### config.mk
export PLATFORM = sky130hd
export DESIGN_NAME = memory_lcd_spi_framer_top
export DESIGN_NICKNAME = d
export VERILOG_FILES = /design/src/design/mlcd_pkg.sv /design/src/design/mlcd_ctrl.sv /design/src/design/mlcd_dp.sv /design/src/design/memory_lcd_spi_framer_top.sv
export SDC_FILE = /design/constraint.sdc
export NUM_CORES = 1
export LEC_CHECK = 0
export ABC_AREA = 1
export BUFFER_PORTS_ARGS = -buffer_cell sky130_fd_sc_hd__buf_2
export CAP_MARGIN = 20
export CORE_ASPECT_RATIO = 0.5
export CORE_MARGIN = 4
export CORE_UTILIZATION = 45
export CTS_BUF_LIST = sky130_fd_sc_hd__clkbuf_16
export DETAILED_ROUTE_END_ITERATION = 12
export SETUP_SLACK_MARGIN = 0.3
export SYNTH_ARGS = -nofsm -noshare
export SYNTH_HDL_FRONTEND = slang
export SYNTH_SLANG_ARGS = --single-unit
### constraint.sdc
create_clock -name clk -period 2.3 [get_ports clk]
set_input_delay 0.46 -clock clk [delete_from_list [all_inputs] [get_ports clk]]
set_output_delay 0.46 -clock clk [all_outputs]
set_load 0.01 [all_outputs]
### src/design/mlcd_pkg.sv
// Shared types, codes and helpers for the memory LCD SPI framer.
// Used by mlcd_ctrl, mlcd_dp and memory_lcd_spi_framer_top. No dependencies.
`default_nettype none

package mlcd_pkg;

    // Request type codes on the input channel.
    localparam logic [1:0] REQ_PIXEL  = 2'd0;
    localparam logic [1:0] REQ_CLEAR  = 2'd1;
    localparam logic [1:0] REQ_STATIC = 2'd2;

    // Command bytes sent to the panel.
    localparam logic [7:0] CMD_WRITE = 8'h80;
    localparam logic [7:0] CMD_CLEAR = 8'h20;
    localparam logic [7:0] CMD_ZERO  = 8'h00;

    // Line counter width, fixed by the line address byte.
    localparam int LINE_W = 8;

    // Controller states.
    typedef enum logic [3:0] {
        ST_IDLE,
        ST_OPEN,
        ST_ADDR,
        ST_DATA,
        ST_TRAIL,
        ST_FINAL,
        ST_CLR,
        ST_CLR_END,
        ST_STA0,
        ST_STA1,
        ST_STA2
    } state_t;

    // Source of the byte loaded into the output register.
    typedef enum logic [2:0] {
        SEL_WRITE,
        SEL_CLEAR,
        SEL_ZERO,
        SEL_ADDR,
        SEL_DATA
    } byte_sel_t;

    // Commands from the controller to the datapath.
    typedef struct packed {
        logic      accept;
        logic      push;
        byte_sel_t sel;
        logic      eot;
        logic      last;
        logic      ptr_dec;
    } ctl_cmd_t;

    // Status from the datapath to the controller.
    typedef struct packed {
        logic first_beat;
        logic line_done;
        logic frame_done;
        logic out_free;
        logic ptr_zero;
    } dp_stat_t;

    // Reverse the bit order of a byte.
    function automatic logic [7:0] bit_rev8(input logic [7:0] v);
        logic [7:0] r;
        for (int i = 0; i < 8; i++) begin
            r[i] = v[7 - i];
        end
        return r;
    endfunction

endpackage

`default_nettype wire

### src/design/mlcd_ctrl.sv
// Sequencing state machine for the memory LCD SPI framer.
// Depends on mlcd_pkg; drives mlcd_dp through command and status structs.
`default_nettype none

module mlcd_ctrl (
    input  wire logic               clk,
    input  wire logic               rst_n,
    input  wire logic               in_valid,
    output logic                    in_ready,
    input  wire logic [1:0]         req_type,
    input  wire mlcd_pkg::dp_stat_t stat,
    output mlcd_pkg::ctl_cmd_t      cmd
);
    import mlcd_pkg::*;

    state_t state_reg, state_next;
    logic   line_reg, line_next;
    logic   fin_reg, fin_next;
    logic   accept;

    assign in_ready = (state_reg == ST_IDLE);
    assign accept   = in_valid && in_ready;

    // State and latched line flags.
    always_ff @(posedge clk or negedge rst_n)
    begin
        if (!rst_n)
        begin
            state_reg <= ST_IDLE;
            line_reg  <= 1'b0;
            fin_reg   <= 1'b0;
        end
        else
        begin
            state_reg <= state_next;
            line_reg  <= line_next;
            fin_reg   <= fin_next;
        end
    end

    // Next state: each emit state advances only when its beat is loaded.
    always_comb
    begin
        state_next = state_reg;
        line_next  = line_reg;
        fin_next   = fin_reg;
        case (state_reg)
            ST_IDLE:
            begin
                if (accept)
                begin
                    line_next = stat.line_done;
                    fin_next  = stat.frame_done;
                    case (req_type)
                        REQ_PIXEL:
                        begin
                            if (stat.first_beat)
                                state_next = ST_OPEN;
                            else if (stat.line_done)
                                state_next = ST_ADDR;
                            else
                                state_next = ST_IDLE;
                        end
                        REQ_CLEAR:  state_next = ST_CLR;
                        REQ_STATIC: state_next = ST_STA0;
                        default:    state_next = ST_IDLE;
                    endcase
                end
            end
            ST_OPEN:
            begin
                if (stat.out_free)
                    state_next = line_reg ? ST_ADDR : ST_IDLE;
            end
            ST_ADDR:
            begin
                if (stat.out_free)
                    state_next = ST_DATA;
            end
            ST_DATA:
            begin
                if (stat.out_free && stat.ptr_zero)
                    state_next = ST_TRAIL;
            end
            ST_TRAIL:
            begin
                if (stat.out_free)
                    state_next = fin_reg ? ST_FINAL : ST_IDLE;
            end
            ST_FINAL:   if (stat.out_free) state_next = ST_IDLE;
            ST_CLR:     if (stat.out_free) state_next = ST_CLR_END;
            ST_CLR_END: if (stat.out_free) state_next = ST_IDLE;
            ST_STA0:    if (stat.out_free) state_next = ST_STA1;
            ST_STA1:    if (stat.out_free) state_next = ST_STA2;
            ST_STA2:    if (stat.out_free) state_next = ST_IDLE;
            default:    state_next = ST_IDLE;
        endcase
    end

    // Commands: which byte to load and how to mark it.
    always_comb
    begin
        cmd         = '0;
        cmd.sel     = SEL_ZERO;
        cmd.accept  = accept;
        case (state_reg)
            ST_IDLE: cmd.push = 1'b0;
            ST_OPEN:
            begin
                cmd.push = stat.out_free;
                cmd.sel  = SEL_WRITE;
                cmd.last = !line_reg;
            end
            ST_ADDR:
            begin
                cmd.push = stat.out_free;
                cmd.sel  = SEL_ADDR;
            end
            ST_DATA:
            begin
                cmd.push    = stat.out_free;
                cmd.sel     = SEL_DATA;
                cmd.ptr_dec = stat.out_free;
            end
            ST_TRAIL:
            begin
                cmd.push = stat.out_free;
                cmd.last = !fin_reg;
            end
            ST_FINAL, ST_CLR_END, ST_STA2:
            begin
                cmd.push = stat.out_free;
                cmd.eot  = 1'b1;
                cmd.last = 1'b1;
            end
            ST_CLR:
            begin
                cmd.push = stat.out_free;
                cmd.sel  = SEL_CLEAR;
            end
            ST_STA0, ST_STA1: cmd.push = stat.out_free;
            default: cmd.push = 1'b0;
        endcase
    end

`ifndef NO_ASSERTIONS
    // A beat is never loaded over one that has not been taken.
    a_push_free: assert property (@(posedge clk) disable iff (!rst_n)
        cmd.push |-> stat.out_free)
        else $error("beat loaded while output register is occupied");

    // A clear command starts its own transfer in the next cycle.
    a_clear_start: assert property (@(posedge clk) disable iff (!rst_n)
        (accept && req_type == REQ_CLEAR) |=> state_reg == ST_CLR)
        else $error("clear command did not start its transfer");

    // The last line byte is followed by the trailer.
    a_data_trail: assert property (@(posedge clk) disable iff (!rst_n)
        (state_reg == ST_DATA && cmd.push && stat.ptr_zero) |=> state_reg == ST_TRAIL)
        else $error("line data not followed by trailer");

    // No new item is taken while a sequence is still being emitted.
    a_no_accept_busy: assert property (@(posedge clk) disable iff (!rst_n)
        (state_reg != ST_IDLE) |-> !accept)
        else $error("item accepted during emission");
`endif

endmodule

`default_nettype wire

### src/design/mlcd_dp.sv
// Datapath of the memory LCD SPI framer: line memory, counters, output register.
// Depends on mlcd_pkg; controlled by mlcd_ctrl.
`default_nettype none

module mlcd_dp #(
    parameter int ROWS       = 168,
    parameter int LINE_BYTES = 18
) (
    input  wire logic               clk,
    input  wire logic               rst_n,
    input  wire mlcd_pkg::ctl_cmd_t cmd,
    output mlcd_pkg::dp_stat_t      stat,
    input  wire logic [1:0]         req_type,
    input  wire logic [7:0]         pixel_byte,
    output logic                    out_valid,
    input  wire logic               out_ready,
    output logic [7:0]              spi_byte,
    output logic                    end_of_transfer,
    output logic                    last
);
    import mlcd_pkg::*;

    localparam int BW = (LINE_BYTES > 1) ? $clog2(LINE_BYTES) : 1;
    localparam logic [BW-1:0]     LAST_BYTE = BW'(LINE_BYTES - 1);
    localparam logic [LINE_W-1:0] LAST_LINE = LINE_W'(ROWS - 1);
    localparam logic [LINE_W-1:0] ROWS_VAL  = LINE_W'(ROWS);

    logic [7:0]        line_mem [LINE_BYTES];
    logic [BW-1:0]     byte_idx_reg, byte_idx_next;
    logic [LINE_W-1:0] line_idx_reg, line_idx_next;
    logic [BW-1:0]     ptr_reg, ptr_next;
    logic [7:0]        rd_data_reg;
    logic [7:0]        addr_reg;
    logic              out_valid_reg, out_valid_next;
    logic [7:0]        byte_reg;
    logic              eot_reg;
    logic              last_reg;
    logic [7:0]        byte_mux;
    logic              pix_accept;

    assign pix_accept = cmd.accept && (req_type == REQ_PIXEL);

    // Status toward the controller.
    always_comb
    begin
        stat.first_beat = (byte_idx_reg == '0) && (line_idx_reg == '0);
        stat.line_done  = (byte_idx_reg == LAST_BYTE);
        stat.frame_done = (line_idx_reg == LAST_LINE);
        stat.out_free   = !out_valid_reg || out_ready;
        stat.ptr_zero   = (ptr_reg == '0);
    end

    // Position counters within the frame.
    always_comb
    begin
        byte_idx_next = byte_idx_reg;
        line_idx_next = line_idx_reg;
        if (cmd.accept)
        begin
            case (req_type)
                REQ_PIXEL:
                begin
                    if (stat.line_done)
                    begin
                        byte_idx_next = '0;
                        line_idx_next = stat.frame_done ? '0 : line_idx_reg + 1'b1;
                    end
                    else
                    begin
                        byte_idx_next = byte_idx_reg + 1'b1;
                    end
                end
                REQ_CLEAR, REQ_STATIC:
                begin
                    byte_idx_next = '0;
                    line_idx_next = '0;
                end
                default:
                begin
                    byte_idx_next = byte_idx_reg;
                    line_idx_next = line_idx_reg;
                end
            endcase
        end
    end

    // Read pointer walks the line from last byte to first.
    always_comb
    begin
        if (cmd.accept)
            ptr_next = LAST_BYTE;
        else if (cmd.ptr_dec && !stat.ptr_zero)
            ptr_next = ptr_reg - 1'b1;
        else
            ptr_next = ptr_reg;
    end

    always_ff @(posedge clk or negedge rst_n)
    begin
        if (!rst_n)
        begin
            byte_idx_reg  <= '0;
            line_idx_reg  <= '0;
            ptr_reg       <= '0;
            out_valid_reg <= 1'b0;
        end
        else
        begin
            byte_idx_reg  <= byte_idx_next;
            line_idx_reg  <= line_idx_next;
            ptr_reg       <= ptr_next;
            out_valid_reg <= out_valid_next;
        end
    end

    // Line memory: one write port, one registered read port. The read is
    // refreshed every cycle, so data written at accept is seen before use.
    always_ff @(posedge clk)
    begin
        if (pix_accept)
            line_mem[byte_idx_reg] <= pixel_byte;
        rd_data_reg <= line_mem[ptr_next];
    end

    // Line address byte, captured with every pixel byte; the line's last byte sets the value sent.
    always_ff @(posedge clk)
    begin
        if (pix_accept)
            addr_reg <= bit_rev8(ROWS_VAL - line_idx_reg);
    end

    // Output byte selection.
    always_comb
    begin
        case (cmd.sel)
            SEL_WRITE: byte_mux = CMD_WRITE;
            SEL_CLEAR: byte_mux = CMD_CLEAR;
            SEL_ADDR:  byte_mux = addr_reg;
            SEL_DATA:  byte_mux = rd_data_reg;
            default:   byte_mux = CMD_ZERO;
        endcase
    end

    // Output register holds one beat until it is taken.
    always_comb
    begin
        if (cmd.push)
            out_valid_next = 1'b1;
        else if (out_ready)
            out_valid_next = 1'b0;
        else
            out_valid_next = out_valid_reg;
    end

    always_ff @(posedge clk)
    begin
        if (cmd.push)
        begin
            byte_reg <= byte_mux;
            eot_reg  <= cmd.eot;
            last_reg <= cmd.last;
        end
    end

    assign out_valid       = out_valid_reg;
    assign spi_byte        = byte_reg;
    assign end_of_transfer = eot_reg;
    assign last            = last_reg;

endmodule

`default_nettype wire

### src/design/memory_lcd_spi_framer_top.sv
// Top level of the memory LCD SPI framer.
// Depends on mlcd_pkg, mlcd_ctrl and mlcd_dp.
`default_nettype none

// Takes pixel bytes in raster order (LINE_BYTES per line, ROWS lines per frame),
// or a clear or static command, and produces the panel's SPI byte stream, one
// byte per output beat, with end_of_transfer on the byte after which chip
// select is released and last on the final beat caused by each input beat.
// A pixel byte inside a line is only stored; the first byte of a frame also
// emits the write command. The byte that completes a line emits the line
// address, the line's bytes and a trailer (plus a final zero on the frame's
// last line, and the write command first if it also opens the frame), as the
// controller loads one output byte per cycle while the output is not stalled
// and the line is read back through the line memory's single registered read
// port one byte per cycle. Clear emits its command and a zero, static three
// zeros. A new input beat is taken once the last byte of the previous is loaded.

module memory_lcd_spi_framer_top #(
    parameter int ROWS       = 168,
    parameter int LINE_BYTES = 18
) (
    input  wire logic       clk,
    input  wire logic       rst_n,
    input  wire logic       in_valid,
    output logic            in_ready,
    input  wire logic [1:0] req_type,
    input  wire logic [7:0] pixel_byte,
    output logic            out_valid,
    input  wire logic       out_ready,
    output logic [7:0]      spi_byte,
    output logic            end_of_transfer,
    output logic            last
);
    import mlcd_pkg::*;

    ctl_cmd_t cmd;
    dp_stat_t stat;

    mlcd_ctrl u_ctrl (
        .clk      (clk),
        .rst_n    (rst_n),
        .in_valid (in_valid),
        .in_ready (in_ready),
        .req_type (req_type),
        .stat     (stat),
        .cmd      (cmd)
    );

    mlcd_dp #(
        .ROWS       (ROWS),
        .LINE_BYTES (LINE_BYTES)
    ) u_dp (
        .clk             (clk),
        .rst_n           (rst_n),
        .cmd             (cmd),
        .stat            (stat),
        .req_type        (req_type),
        .pixel_byte      (pixel_byte),
        .out_valid       (out_valid),
        .out_ready       (out_ready),
        .spi_byte        (spi_byte),
        .end_of_transfer (end_of_transfer),
        .last            (last)
    );

endmodule

`default_nettype wire
==> flow_metrics.py <==
metrics = {
    "status": {
        "status": "finished, violations left",
        "violations": "setup timing",
    },
    "layout": {
        "drive_gt1_share_pct": 26.37,
        "largest-register": "u_dp.line_mem",
        "final_area_sq_um": 11600,
        "layout.nets": 998,
        "area_growth_pct": 28.46,
        "layout_common_cells": "inv_1, edfxtp_1, nand2_1",
        "diodes": 0,
        "largest_reg_flops": 144,
        "mostFrequentLayoutCell": "inv_1",
    },
    "clock_tree": {
        "cts_sinks": 195,
        "cts_buffers": 17,
        "cts-root-buf": "clkbuf_16",
        "holdBufCountCts": 0,
        "ctsHtreeMaxLevel": 4,
        "cts_tree": "yes",
        "path_clk_slew_ns": 0.07,
        "clockBufferDepth": 2,
        "worstSkewPairLatency_ns": 0.44,
    },
    "synthesis": {
        "synth_cells": 889,
        "synth_edf_count": 162,
        "synth_cell_types": 42,
        "avgSynthCellArea_sq_um": 10.16,
        "synthArstFlopShare_pct": 12.82,
        "syn-cell-area_sq_um": 9029,
        "ys_dominant_reg_cell": "edfxtp_1",
        "ys_seq_area_share_pct": 62.58,
        "synth-seq-cells": 195,
        "ys_warn_count": 0,
        "syn_nets": 914,
    },
    "detailed_routing": {
        "vias": 6927,
        "routed_wl_microns": 25130,
        "drc": 0,
        "antenna_left": 0,
        "firstDrtPassIters": 5,
        "viasPerCell": 5.533,
        "drt_iter0_markers": 764,
        "routedWlPerCell_microns": 20.07,
    },
    "worst_setup_path": {
        "path_max_fanout": 8,
        "worst-endpoint-arrival_ns": 2.62,
        "end_kind": "flop",
        "cp.required_ns": 2.61,
        "path_class": "reg -> reg",
        "start_kind": "flop",
    },
    "timing": {
        "tightest_slew_ns": 0.6297,
        "clock.fmax_mhz": 432.4,
        "finalSetupViolCount": 1,
        "post-route-min-period_ns": 2.313,
        "layout_setup_ws_ns": -0.01269,
        "hold_viol_final": 0,
        "max_slew_margin_pct": 57.90,
        "rsz0062_at_grt": "yes",
        "slew_viol_final": 0,
        "fin_crit_sh_pct": 100.6,
        "finalClockSkew_ns": 0.01347,
    },
    "global_routing": {
        "grt_max_degree": 65,
        "grt.total_usage_pct": 22.66,
        "grt_pass1_vias": 6665,
        "gr-total-overflow": 0,
        "antenna_found_initial": 0,
        "grt_pass1_wl_microns": 38630,
    },
    "placed_design": {
        "gp_congestion": 0.9017,
        "io_buffers": 25,
        "dp_hpwl_microns": 14800,
        "place_area_sq_um": 9756,
    },
    "floorplanning": {
        "die-area_sq_um": 22530,
        "core_area_sq_um": 19590,
        "floorplan.die.height_microns": 108.2,
        "initial_utilization_pct": 46.08,
        "num_rows": 36,
        "fp.dieW_microns": 208.3,
        "ios": 26,
    },
    "power_and_ir_drop": {
        "p_leak_nw": 4.849,
        "seq_power_share_pct": 34.7,
        "ir_drop_mv": 0.6902,
        "combPwrFrac_pct": 43.8,
        "clkPwrFrac_pct": 21.5,
        "swShare_pct": 38.40,
        "powerDensity_nw_per_um2": 1131,
        "p_total_mw": 13.12,
        "p_int_mw": 8.082,
        "power.switching_mw": 5.039,
    },
    "run": {
        "max_cap_violations": 0,
    },
    "worst_hold_path": {
        "hold_path.class": "in -> async",
    },
}
-- what timing repair did --
action | in CTS | in global routing
setup endpoints to repair | 158 | 173
gates resized for setup | 66 | 83
gates cloned | 8 | 0
buffers inserted | 38 | 12
pin swaps | 21 | 37
endpoints found under the hold margin | 0 | 0
-- power by group through the flow --
stage	Sequential, mW	Clock (mW)	Combinational [mW]
2_1_floorplan	4.56	0	2.64
3_3_place_gp	4.61	0	3.87
3_5_place_dp	4.60	0	3.91
4_1_cts	4.52	2.84	5.00
5_1_grt	4.59	3.02	6.15
6_report	4.55	2.82	5.75
-- critical path: stages (launching register included) --
cell	delay, ns
dfrtp_1	0.40
inv_2	0.09
ha_4	0.14
nand3b_1	0.12
buf_4	0.16
buf_6	0.11
nand3_2	0.07
nand2_2	0.06
nor2_4	0.22
clkinv_4	0.16
buf_12	0.19
nand3_2	0.09
nand3_2	0.08
nand3_2	0.08
nand2_1	0.07
nand2_1	0.07
nand2_1	0.06
-- kinds of logic (layout without fill, tap and decap cells) --
logic type	after synthesis	count (layout)	share of synthesized area [%]
buf+inv	226	323	9.908
simple gates	389	389	21.11
compound gates	62	62	4.296
fa+ha+maj	11	11	1.524
xor+xnor	6	6	0.5820
flops	195	195	62.58
-- per-layer routing --
layer	share of wire, %	GRT usage (%)	vias to the layer above
li1	-	-	3187
met1	44	31.85	3403
met2	46	35.37	303
met3	8.3	5.304	34
met4	1.7	7.119	0
met5	0	0	-
-- final cells by class --
type	count	area (sq um)
Sequential cell	195	5654
Inverter	186	715.7
Tap cell	266	332.8
Clock inverter	15	120.1
Timing Repair Buffer	105	1157
Clock buffer	17	425.4
Multi-Input combinational cell	468	3193
Fill cell	1572	7995
-- Yosys cell counts (2+ instances only) --
cell | n | area, sq um
ha_1 | 11 | 137.6
a221oi_1 | 2 | 17.52
edfxtp_1 | 162 | 4865
buf_2 | 31 | 155.2
dfxtp_1 | 8 | 160.2
xor2_1 | 5 | 43.79
dfrtp_1 | 25 | 625.6
nand2_1 | 136 | 510.5
a31oi_1 | 2 | 12.51
nand2_2 | 2 | 12.51
nor3_1 | 4 | 20.02
inv_1 | 179 | 671.9
nand4_1 | 69 | 431.7
o22ai_1 | 3 | 18.77
o211ai_1 | 9 | 67.56
clkbuf_1 | 7 | 26.28
inv_2 | 6 | 22.52
nor2_2 | 2 | 12.51
nand3_2 | 2 | 20.02
nor2_1 | 35 | 131.4
nand3_1 | 127 | 635.6
o21ai_1 | 2 | 10.01
nor3b_1 | 2 | 15.01
nor2_4 | 2 | 22.52
nand3b_1 | 2 | 15.01
nor4_1 | 2 | 12.51
a22o_1 | 7 | 61.31
o21ai_0 | 19 | 95.09
a21oi_1 | 13 | 65.06
-- path summary, 6_finish.rpt --
check	start	end	slack, ns	depth (start not counted)
worst max-delay path	u_dp.ptr_reg[0]	u_dp.rd_data_reg[0]	-0.01	16
worst min-delay path	rst_n	u_ctrl.state_reg[2]	0.03	1
worst max register to register	u_dp.ptr_reg[0]	u_dp.rd_data_reg[0]	-0.01	16
worst min register to register	u_ctrl.line_reg	u_ctrl.line_reg	0.52	2
max in group asynchronous	rst_n	u_dp.byte_idx_reg[1]	1.84	1
min in group clk	out_ready	u_dp.out_valid	0.44	5
-- per-stage QoR --
| stage | setup TNS [ns] | hold WS [ns] | std cells | utilization, % | worst slack (ns) |
|---|---|---|---|---|---|
| final | -0.01269 | 0.02856 | 1252 | 59.20 | -0.01269 |
| after global routing | -0.6785 | 0.07021 | 1252 | 59.20 | -0.1139 |
| after floorplan | 0 | 0.1644 | 889 | - | 0.05958 |
| after CTS | 0 | 0.04403 | 1240 | 56.68 | 0.09787 |
| after global placement | -0.3026 | 0.4867 | 1162 | 49.79 | -0.08799 |
| after detailed placement | -0.5662 | 0.5024 | 1162 | 49.79 | -0.1221 |
Power figures use the tool's default switching activity.
